File: config.mk
export PLATFORM = sky130hd
export DESIGN_NAME = quadratic_solve_and_evaluate
export DESIGN_NICKNAME = d
export VERILOG_FILES = /design/src/design/qse_pkg.sv /design/src/design/quadratic_solve_and_evaluate.sv
export SDC_FILE = /design/constraint.sdc
export NUM_CORES = 2
export LEC_CHECK = 0
export BUFFER_PORTS_ARGS = -buffer_cell sky130_fd_sc_hd__buf_2
export CAP_MARGIN = 30
export CORE_MARGIN = 2
export CORE_UTILIZATION = 50
export CTS_BUF_LIST = sky130_fd_sc_hd__clkbuf_8
export CTS_CLUSTER_DIAMETER = 150
export DETAILED_ROUTE_END_ITERATION = 10
export GPL_ROUTABILITY_DRIVEN = 0
export MAX_ROUTING_LAYER = met4
export PLACE_DENSITY_LB_ADDON = 0.08
export SYNTH_ARGS = -nofsm -noshare
export SYNTH_HDL_FRONTEND = slang
export SYNTH_SLANG_ARGS = --single-unit
File: constraint.sdc
create_clock -name clk -period 16.47 [get_ports clk]
set_input_delay 3.294 -clock clk [delete_from_list [all_inputs] [get_ports clk]]
set_output_delay 3.294 -clock clk [all_outputs]
set_load 0.02 [all_outputs]
File: src/design/qse_pkg.sv
// Shared types and constants for the quadratic solve/evaluate block.
// No dependencies.
package qse_pkg;

	localparam int FRAC_BITS = 16;
	localparam int DATA_W    = 32;
	localparam int MC_W      = 64;
	localparam int MP_W      = 32;
	localparam int PROD_W    = MC_W + MP_W;
	localparam int ACC_W     = PROD_W;
	localparam int ROOT_W    = 34;
	localparam int SQ_D_W    = 2 * ROOT_W;
	localparam int SREM_W    = ROOT_W + 2;
	localparam int NUM_W     = 36;
	localparam int DEN_W     = DATA_W + 1;
	localparam int DVD_W     = NUM_W - 1 + FRAC_BITS;
	localparam int CNT_W     = $clog2(DVD_W);
	localparam int CFG_IDX_W = 2;

	localparam logic [CFG_IDX_W-1:0] REG_COEF_SQUARE   = 2'd0;
	localparam logic [CFG_IDX_W-1:0] REG_COEF_LINEAR   = 2'd1;
	localparam logic [CFG_IDX_W-1:0] REG_COEF_CONSTANT = 2'd2;

	localparam logic [2:0] STAT_EVAL      = 3'd0;
	localparam logic [2:0] STAT_TWO_ROOTS = 3'd1;
	localparam logic [2:0] STAT_DOUBLE    = 3'd2;
	localparam logic [2:0] STAT_NO_ROOTS  = 3'd3;
	localparam logic [2:0] STAT_ZERO_LEAD = 3'd4;

	localparam logic CMD_EVAL  = 1'b0;
	localparam logic CMD_SOLVE = 1'b1;

	// multiply phase within one request
	localparam logic [1:0] PH_FIRST  = 2'd0;
	localparam logic [1:0] PH_SECOND = 2'd1;
	localparam logic [1:0] PH_THIRD  = 2'd2;

	typedef struct packed {
		logic              command;
		logic [DATA_W-1:0] argument;
	} req_t;

	typedef struct packed {
		logic [DATA_W-1:0] poly_value;
		logic [DATA_W-1:0] root_plus;
		logic [DATA_W-1:0] root_minus;
		logic [2:0]        status;
		logic              saturated;
	} rsp_t;

	function automatic logic [DATA_W-1:0] mag32(input logic [DATA_W-1:0] v);
		return v[DATA_W-1] ? (~v + 1'b1) : v;
	endfunction

endpackage

File: src/design/quadratic_solve_and_evaluate.sv
// Top level: coefficient registers, bit-serial multiplier, square root and divider.
// Depends on qse_pkg.
//
//   port group   dir   handshake             contents
//   request      in    start & !busy         command, argument
//   result       out   done (1-cycle pulse)  poly_value, roots, status, saturated
//   cfg          in    cfg_we                cfg_index, cfg_data
//
// Evaluate: three 32-step shift-add multiplies.
// Solve, two roots: two multiplies, a 34-step square root and two restoring divides;
// double root: the two multiplies and one divide; no real roots: the two multiplies only.
// Solve with a zero leading coefficient answers in the cycle after the request.
// Reset restores coefficients to 1.0 and clears the kept roots; results cannot be stalled.
module quadratic_solve_and_evaluate (
	input  logic                              clk,
	input  logic                              arst_n,
	input  logic                              start,
	input  qse_pkg::req_t                     request,
	output logic                              busy,
	output logic                              done,
	output qse_pkg::rsp_t                     result,
	input  logic                              cfg_we,
	input  logic [qse_pkg::CFG_IDX_W-1:0]     cfg_index,
	input  logic [qse_pkg::DATA_W-1:0]        cfg_data
);
	import qse_pkg::*;

	typedef enum logic [7:0] {
		ST_IDLE   = 8'b0000_0001,
		ST_MUL    = 8'b0000_0010,
		ST_ACC    = 8'b0000_0100,
		ST_EVFIN  = 8'b0000_1000,
		ST_CHECK  = 8'b0001_0000,
		ST_SQRT   = 8'b0010_0000,
		ST_DIV    = 8'b0100_0000,
		ST_DIVEND = 8'b1000_0000
	} state_t;

	state_t state_q;
	logic [DATA_W-1:0] coef_a_q, coef_b_q, coef_c_q;
	logic [DATA_W-1:0] kept_plus_q, kept_minus_q;
	logic              cmd_q;
	logic [DATA_W-1:0] x_q;
	logic [1:0]        step_q;
	logic [CNT_W-1:0]  cnt_q;
	logic [MC_W-1:0]   mc_q;
	logic [PROD_W-1:0] p_q;
	logic              neg_q;
	logic [ACC_W-1:0]  acc_q;
	logic [SQ_D_W-1:0] sd_q;
	logic [SREM_W-1:0] srem_q;
	logic [ROOT_W-1:0] root_q;
	logic [DVD_W-1:0]  dv_q;
	logic [DEN_W-1:0]  den_q;
	logic [DEN_W-1:0]  drem_q;
	logic              dneg_q;
	logic              dbl_q;
	logic              minus_q;
	logic              sq_q;
	logic              clip_q;
	logic              done_q;
	rsp_t              res_q;

	logic [MC_W:0]       mul_sum;
	logic [ACC_W-1:0]    addend;
	logic                add_neg;
	logic [SREM_W:0]     s_rem2, s_trial, s_diff;
	logic                s_ge;
	logic [DEN_W:0]      d_rem2, d_diff;
	logic                d_ge;
	logic [NUM_W-1:0]    nb, num_p, num_m, num_sel, num_mag;
	logic [DATA_W-1:0]   root_val;
	logic                root_clip;
	logic [DATA_W-1:0]   poly_val;
	logic                poly_clip;
	logic [ACC_W-2*FRAC_BITS-DATA_W:0] poly_hi;
	logic [DATA_W-1:0]   mag_a, mag_b, mag_c, mag_x;

	assign mag_a = mag32(coef_a_q);
	assign mag_b = mag32(coef_b_q);
	assign mag_c = mag32(coef_c_q);
	assign mag_x = mag32(x_q);

	always_comb begin
		mul_sum = {1'b0, p_q[PROD_W-1:MP_W]} + (p_q[0] ? {1'b0, mc_q} : '0);
		add_neg = neg_q ^ (cmd_q == CMD_SOLVE && step_q == PH_SECOND);
		if (cmd_q == CMD_EVAL && step_q == PH_THIRD) begin
			addend = p_q << FRAC_BITS;
		end else if (cmd_q == CMD_SOLVE && step_q == PH_SECOND) begin
			addend = p_q << 2;
		end else begin
			addend = p_q;
		end
		s_rem2  = {srem_q[SREM_W-2:0], sd_q[SQ_D_W-1:SQ_D_W-2]};
		s_trial = {1'b0, root_q, 2'b01};
		s_ge    = s_rem2 >= s_trial;
		s_diff  = s_rem2 - s_trial;
		d_rem2  = {drem_q, dv_q[DVD_W-1]};
		d_ge    = d_rem2 >= {1'b0, den_q};
		d_diff  = d_rem2 - {1'b0, den_q};
		nb      = ~{{(NUM_W-DATA_W){coef_b_q[DATA_W-1]}}, coef_b_q} + 1'b1;
		num_p   = nb + {{(NUM_W-ROOT_W){1'b0}}, root_q};
		num_m   = nb - {{(NUM_W-ROOT_W){1'b0}}, root_q};
		num_sel = (state_q == ST_CHECK) ? nb : (sq_q ? num_p : num_m);
		num_mag = num_sel[NUM_W-1] ? (~num_sel + 1'b1) : num_sel;
		if (dneg_q) begin
			root_clip = (|dv_q[DVD_W-1:DATA_W]) | (dv_q[DATA_W-1] & (|dv_q[DATA_W-2:0]));
			root_val  = root_clip ? {1'b1, {(DATA_W-1){1'b0}}} : (~dv_q[DATA_W-1:0] + 1'b1);
		end else begin
			root_clip = |dv_q[DVD_W-1:DATA_W-1];
			root_val  = root_clip ? {1'b0, {(DATA_W-1){1'b1}}} : dv_q[DATA_W-1:0];
		end
		poly_hi   = acc_q[ACC_W-1:2*FRAC_BITS+DATA_W-1];
		poly_clip = !((&poly_hi) || !(|poly_hi));
		if (poly_clip) begin
			poly_val = acc_q[ACC_W-1] ? {1'b1, {(DATA_W-1){1'b0}}} : {1'b0, {(DATA_W-1){1'b1}}};
		end else begin
			poly_val = acc_q[2*FRAC_BITS+DATA_W-1:2*FRAC_BITS];
		end
	end

	always_ff @(posedge clk or negedge arst_n) begin
		if (!arst_n) begin
			state_q      <= ST_IDLE;
			coef_a_q     <= DATA_W'(1) << FRAC_BITS;
			coef_b_q     <= DATA_W'(1) << FRAC_BITS;
			coef_c_q     <= DATA_W'(1) << FRAC_BITS;
			kept_plus_q  <= '0;
			kept_minus_q <= '0;
			done_q       <= 1'b0;
		end else begin
			done_q <= 1'b0;
			if (cfg_we) begin
				case (cfg_index)
					REG_COEF_SQUARE:   coef_a_q <= cfg_data;
					REG_COEF_LINEAR:   coef_b_q <= cfg_data;
					REG_COEF_CONSTANT: coef_c_q <= cfg_data;
					default: ;
				endcase
			end
			case (state_q)
				ST_IDLE: begin
					if (start) begin
						cmd_q  <= request.command;
						x_q    <= request.argument;
						step_q <= PH_FIRST;
						clip_q <= 1'b0;
						cnt_q  <= CNT_W'(MP_W - 1);
						if (request.command == CMD_EVAL) begin
							acc_q   <= {{(ACC_W-DATA_W){coef_c_q[DATA_W-1]}}, coef_c_q}
								<< (2 * FRAC_BITS);
							mc_q    <= {{(MC_W-DATA_W){1'b0}}, mag32(request.argument)};
							p_q     <= {{(PROD_W-MP_W){1'b0}}, mag32(request.argument)};
							neg_q   <= 1'b0;
							state_q <= ST_MUL;
						end else if (coef_a_q == '0) begin
							res_q   <= '{poly_value: '0, root_plus: kept_plus_q,
								root_minus: kept_minus_q, status: STAT_ZERO_LEAD, saturated: 1'b0};
							done_q  <= 1'b1;
						end else begin
							acc_q   <= '0;
							mc_q    <= {{(MC_W-DATA_W){1'b0}}, mag_b};
							p_q     <= {{(PROD_W-MP_W){1'b0}}, mag_b};
							neg_q   <= 1'b0;
							state_q <= ST_MUL;
						end
					end
				end
				ST_MUL: begin
					p_q   <= {mul_sum, p_q[MP_W-1:1]};
					cnt_q <= cnt_q - 1'b1;
					if (cnt_q == '0) begin
						state_q <= ST_ACC;
					end
				end
				ST_ACC: begin
					cnt_q <= CNT_W'(MP_W - 1);
					if (cmd_q == CMD_EVAL && step_q == PH_FIRST) begin
						mc_q    <= p_q[MC_W-1:0];
						p_q     <= {{(PROD_W-MP_W){1'b0}}, mag_a};
						neg_q   <= coef_a_q[DATA_W-1];
						step_q  <= PH_SECOND;
						state_q <= ST_MUL;
					end else begin
						acc_q <= add_neg ? (acc_q - addend) : (acc_q + addend);
						if (cmd_q == CMD_EVAL && step_q == PH_SECOND) begin
							mc_q    <= {{(MC_W-DATA_W){1'b0}}, mag_x};
							p_q     <= {{(PROD_W-MP_W){1'b0}}, mag_b};
							neg_q   <= coef_b_q[DATA_W-1] ^ x_q[DATA_W-1];
							step_q  <= PH_THIRD;
							state_q <= ST_MUL;
						end else if (cmd_q == CMD_EVAL) begin
							state_q <= ST_EVFIN;
						end else if (step_q != PH_FIRST) begin
							state_q <= ST_CHECK;
						end else begin
							mc_q    <= {{(MC_W-DATA_W){1'b0}}, mag_a};
							p_q     <= {{(PROD_W-MP_W){1'b0}}, mag_c};
							neg_q   <= coef_a_q[DATA_W-1] ^ coef_c_q[DATA_W-1];
							step_q  <= PH_SECOND;
							state_q <= ST_MUL;
						end
					end
				end
				ST_EVFIN: begin
					res_q   <= '{poly_value: poly_val, root_plus: kept_plus_q,
						root_minus: kept_minus_q, status: STAT_EVAL, saturated: poly_clip};
					done_q  <= 1'b1;
					state_q <= ST_IDLE;
				end
				ST_CHECK: begin
					dbl_q   <= 1'b0;
					minus_q <= 1'b0;
					if (acc_q[ACC_W-1]) begin
						res_q   <= '{poly_value: '0, root_plus: kept_plus_q,
							root_minus: kept_minus_q, status: STAT_NO_ROOTS, saturated: 1'b0};
						done_q  <= 1'b1;
						state_q <= ST_IDLE;
					end else if (acc_q == '0) begin
						dbl_q   <= 1'b1;
						dv_q    <= {num_mag[NUM_W-2:0], {FRAC_BITS{1'b0}}};
						dneg_q  <= num_sel[NUM_W-1] ^ coef_a_q[DATA_W-1];
						drem_q  <= '0;
						den_q   <= {mag_a, 1'b0};
						cnt_q   <= CNT_W'(DVD_W - 1);
						state_q <= ST_DIV;
					end else begin
						sd_q    <= acc_q[SQ_D_W-1:0];
						srem_q  <= '0;
						root_q  <= '0;
						cnt_q   <= CNT_W'(ROOT_W - 1);
						state_q <= ST_SQRT;
					end
				end
				ST_SQRT: begin
					sd_q   <= sd_q << 2;
					srem_q <= s_ge ? s_diff[SREM_W-1:0] : s_rem2[SREM_W-1:0];
					root_q <= {root_q[ROOT_W-2:0], s_ge};
					cnt_q  <= cnt_q - 1'b1;
					if (cnt_q == '0) begin
						state_q <= ST_DIVEND;
						sq_q    <= 1'b1;
					end
				end
				ST_DIV: begin
					dv_q   <= {dv_q[DVD_W-2:0], d_ge};
					drem_q <= d_ge ? d_diff[DEN_W-1:0] : d_rem2[DEN_W-1:0];
					cnt_q  <= cnt_q - 1'b1;
					if (cnt_q == '0) begin
						state_q <= ST_DIVEND;
					end
				end
				ST_DIVEND: begin
					if (dbl_q) begin
						kept_plus_q  <= root_val;
						kept_minus_q <= root_val;
						res_q   <= '{poly_value: '0, root_plus: root_val,
							root_minus: root_val, status: STAT_DOUBLE, saturated: root_clip};
						done_q  <= 1'b1;
						state_q <= ST_IDLE;
					end else if (minus_q) begin
						kept_minus_q <= root_val;
						res_q   <= '{poly_value: '0, root_plus: kept_plus_q,
							root_minus: root_val, status: STAT_TWO_ROOTS,
							saturated: clip_q | root_clip};
						done_q  <= 1'b1;
						state_q <= ST_IDLE;
					end else begin
						// sq_q: root just found, plus divide still to start
						if (!sq_q) begin
							kept_plus_q <= root_val;
							clip_q      <= root_clip;
							minus_q     <= 1'b1;
						end
						sq_q    <= 1'b0;
						dv_q    <= {num_mag[NUM_W-2:0], {FRAC_BITS{1'b0}}};
						dneg_q  <= num_sel[NUM_W-1] ^ coef_a_q[DATA_W-1];
						drem_q  <= '0;
						den_q   <= {mag_a, 1'b0};
						cnt_q   <= CNT_W'(DVD_W - 1);
						state_q <= ST_DIV;
					end
				end
				default: state_q <= ST_IDLE;
			endcase
		end
	end

	assign busy   = (state_q != ST_IDLE);
	assign done   = done_q;
	assign result = res_q;

	a_done_follows_work: assert property (@(posedge clk) disable iff (!arst_n)
		done |-> $past(busy) || $past(start))
		else $error("result strobe without a request in flight");

	a_double_equal: assert property (@(posedge clk) disable iff (!arst_n)
		done && result.status == STAT_DOUBLE |-> result.root_plus == result.root_minus)
		else $error("double root with differing roots");

	a_solve_poly_zero: assert property (@(posedge clk) disable iff (!arst_n)
		done && result.status != STAT_EVAL |-> result.poly_value == '0)
		else $error("nonzero polynomial value on a solve result");

endmodule
==> impl_metrics.yaml <==
run_status:
  outcome: "complete, no violations"
routing:
  routedWlPerCell_um: 23.96
  vias: 54640
  ant_nets: 0
  detail_route.iter0.violations: 6537
  via_per_inst: 6.330
  wl_mm: 206.9
  drc: 0
  drtPass1Iterations: 6
power_and_ir_drop:
  switching_share: 0.4609
  p_leak_nw: 25.40
  pwr-share-seq: 0.294
  internal-power_mw: 5.578
  pwr_density_cell_nw_per_um2: 156.5
  p_total_mw: 10.35
  p_sw_mw: 4.769
  p_clk_frac: 0.189
  combPwrFrac: 0.517
  ir_drop_mv: 0.1086
setup_path:
  reg2reg_slack_ns: 7.43
  reg2reg_from: "step_q[0]"
  r2r_end: "acc_q[89]"
  critPathMaxFanout: 155
  crit_arrival_ns: 9.71
  end_kind: "register"
  cp-start-kind: "register"
  required_ns: 17.14
  reg2reg_depth: 22
  path_class: "reg -> reg"
yosys:
  synthMuxAreaShare: 0.03152
  synth_seq_area_share: 0.3938
  synth_cells: 6869
  synth_compound_area_frac: 0.2042
  ys_ff_latch: 825
  synthSimpleGateAreaFrac: 0.1936
  synth_top_family_by_area: "compound AO/OA/AOI/OAI gates"
  synth_edf_count: 656
  synth_area_um2: 60770
  synth_xor_area_frac: 0.08115
  syn_avg_cell_area_um2: 8.847
  synth-async-reset-ratio: 0.2048
  synth-adder-area-share: 0.05773
  syn_nets: 7218
  synthFlopType: "edfxtp_1"
  yosys_warnings: 0
  synth.distinct_cells: 97
cells_and_area:
  layoutNonFillerInstCount: 8632
  fillers: 11120
  layout_commonest_cell: "nand2_1"
  fin_nets: 7234
  final_cell_mix: "nand2_1 (788), edfxtp_1 (656), nor2_1 (619), o21ai_0 (551), a21oi_1 (506)"
  area_delta_synth_final_pct: 8.780
  utilization: 0.5495
  drive_above_1_share: 0.09917
floorplanning:
  die-area_um2: 124300
  dieWidth_um: 352.6
  start_util: 0.5052
  io-pin-count: 173
  rows: 127
  core-area_um2: 120300
  die_h_um: 352.6
worst_hold_path:
  worstHoldPathCells: 2
  min_to: "sd_q[52]"
  hp-start: "sd_q[50]"
  holdCritPathClass: "reg -> reg"
clocking:
  cts_resized: 0
  clock-root-buffer: "clkbuf_8"
  clockBufferDepth: 3
  clkLatencyLatePin_ns: 0.92
  cts_tree: "yes"
  cts_inserted_buffers: 151
  hold_buffers: 0
  htreeDepth: 4
  postCtsSetupBuffers: 0
  cts.sinks: 825
  clkTransAtPathRegs_ns: 0.07
global_routing:
  globalRouteTotalUtil: 0.3304
  grt_pass1_vias: 49360
  gr-total-overflow: 0
  grt_max_degree: 234
  antenna_found_initial: 25
  grt_pass1_wl_mm: 307.7
timing:
  clock_skew_ns: 0.06235
  period_share: 0.5488
  rsz0062_at_grt: "no"
  setup_viol: 0
  timing.fmax_mhz: 110.6
  whs_ns: 0.4742
  worst_slew_pin_slew_ns: 1.090
  layout_min_cycle_time_ns: 9.039
  drv_slew: 0
  finalHoldViolations: 0
  slew_headroom: 0.2639
  setup-tns-final_ns: 0
placement:
  hpwl_mm: 154.8
  placed_cells_incl_taps: 8338
  portBuffers: 172
job:
  drv_cap: 0
power groups by stage:
stage | clock network [mW] | logic (mW) | registers [mW]
3_3_place_gp | 0 | 5.12 | 3.05
2_1_floorplan | 0 | 3.83 | 2.86
4_1_cts | 2.00 | 5.19 | 3.01
3_5_place_dp | 0 | 5.14 | 3.05
6_report | 1.96 | 5.35 | 3.04
5_1_grt | 2.08 | 5.78 | 3.04
cells in the mapped netlist, drive strengths merged (55+ instances only):
master	number	share of area
o211ai	56	0.0069
edfxtp	656	0.32
xnor2	334	0.048
a21o	138	0.017
o21bai	55	0.0068
a211oi	83	0.010
inv	195	0.012
o21a	69	0.0085
o31ai	80	0.011
xor2	229	0.033
buf	61	0.0048
mux2i	62	0.010
nor2	623	0.038
nor2b	69	0.0071
mux2	115	0.021
and2	114	0.012
nand2b	66	0.0068
and3	68	0.0070
o21ai	600	0.049
or3	84	0.0086
a31oi	64	0.0066
nor3	168	0.014
dfrtp	165	0.068
nand2	791	0.049
ha	274	0.056
a21oi	508	0.042
nor4	69	0.0074
o22ai	71	0.0073
clkbuf	339	0.021
nand4	95	0.0098
nand3	95	0.0078
state kept, by name (all words and copies together) (netlist names), 2 cells and up:
| signal | cells |
|---|---|
| p_q | 96 |
| coef_c_q | 32 |
| den_q | 32 |
| sd_q | 68 |
| kept_plus_q | 32 |
| drem_q | 33 |
| result | 100 |
| kept_minus_q | 32 |
| cnt_q | 6 |
| state_q | 8 |
| x_q | 32 |
| mc_q | 64 |
| root_q | 34 |
| srem_q | 35 |
| coef_a_q | 32 |
| step_q | 2 |
| acc_q | 96 |
| coef_b_q | 32 |
| dv_q | 51 |
metrics by stage:
| step | instance area, um2 | worst slack [ns] |
|---|---|---|
| 6_report | 66100 | 7.431 |
| 5_1_grt | 66090 | 7.109 |
| 4_1_cts | 65950 | 7.710 |
| 3_5_place_dp | 63010 | 7.736 |
| 3_3_place_gp | 62880 | 7.871 |
| 2_1_floorplan | 60770 | 2.548 |
how the worst max path moves through the flow:
stage,start,to,slack (ns),cells after the start
4_1_cts,step_q[0],acc_q[89],7.71,22
2_1_floorplan,request[32],result[0],2.55,4
6_report,step_q[0],acc_q[89],7.43,22
3_5_place_dp,step_q[0],acc_q[89],7.74,22
5_1_grt,step_q[0],acc_q[94],7.11,22
3_3_place_gp,step_q[0],acc_q[89],7.87,22
area by class of cell:
class | instances | area (um2) | area share
multi-input cells | 5448 | 34730 | 0.5253
flip-flops and latches | 825 | 23930 | 0.3621
clock buffers | 169 | 2326 | 0.03519
well taps | 1612 | 2017 | 0.03051
repair buffers | 263 | 1695 | 0.02565
inverters | 196 | 735.7 | 0.01113
clock inverters | 97 | 614.3 | 0.009294
diodes | 22 | 55.05 | 0.0008328
per-layer routing:
| layer | vias to the layer above | wire length, um | global-route usage |
|---|---|---|---|
| met5 | - | 0 | - |
| met4 | 0 | 7352 | 0.1189 |
| met3 | 373 | 20460 | 0.06639 |
| met2 | 2580 | 87030 | 0.4593 |
| met1 | 26370 | 92010 | 0.4739 |
| li1 | 25320 | - | - |
cells by family (layout without fill, tap and decap cells):
logic type,Yosys count,count (layout)
xor gates and xnor gates,563,563
AOI/OAI and AO/OA,1990,1990
muxes,177,177
buffers and inverters,596,725
other,0,22
DFF,825,825
and+or+nand+nor,2440,2440
adders and majority gates,278,278
worst max-delay path, cell delays in order (launching register included):
cell and delay [ns]:
edfxtp_1 0.40, buf_12 0.47, nor2b_2 0.98, a311oi_1 0.33
nor4_1 0.77, nand3_1 0.23, nor4b_2 0.57, and2_1 0.26
a21oi_1 0.09, xor2_1 0.21, ha_1 0.47, nand2_1 0.11
nor4_1 0.53, a32oi_1 0.11, o2bb2ai_1 0.16, o21a_1 0.19
o41ai_2 0.64, a31oi_1 0.31, o31ai_1 0.59, a31oi_1 0.33
o21ai_0 0.47, nor2_1 0.09, or3_1 0.34
(Power assumes the default switching activity.)
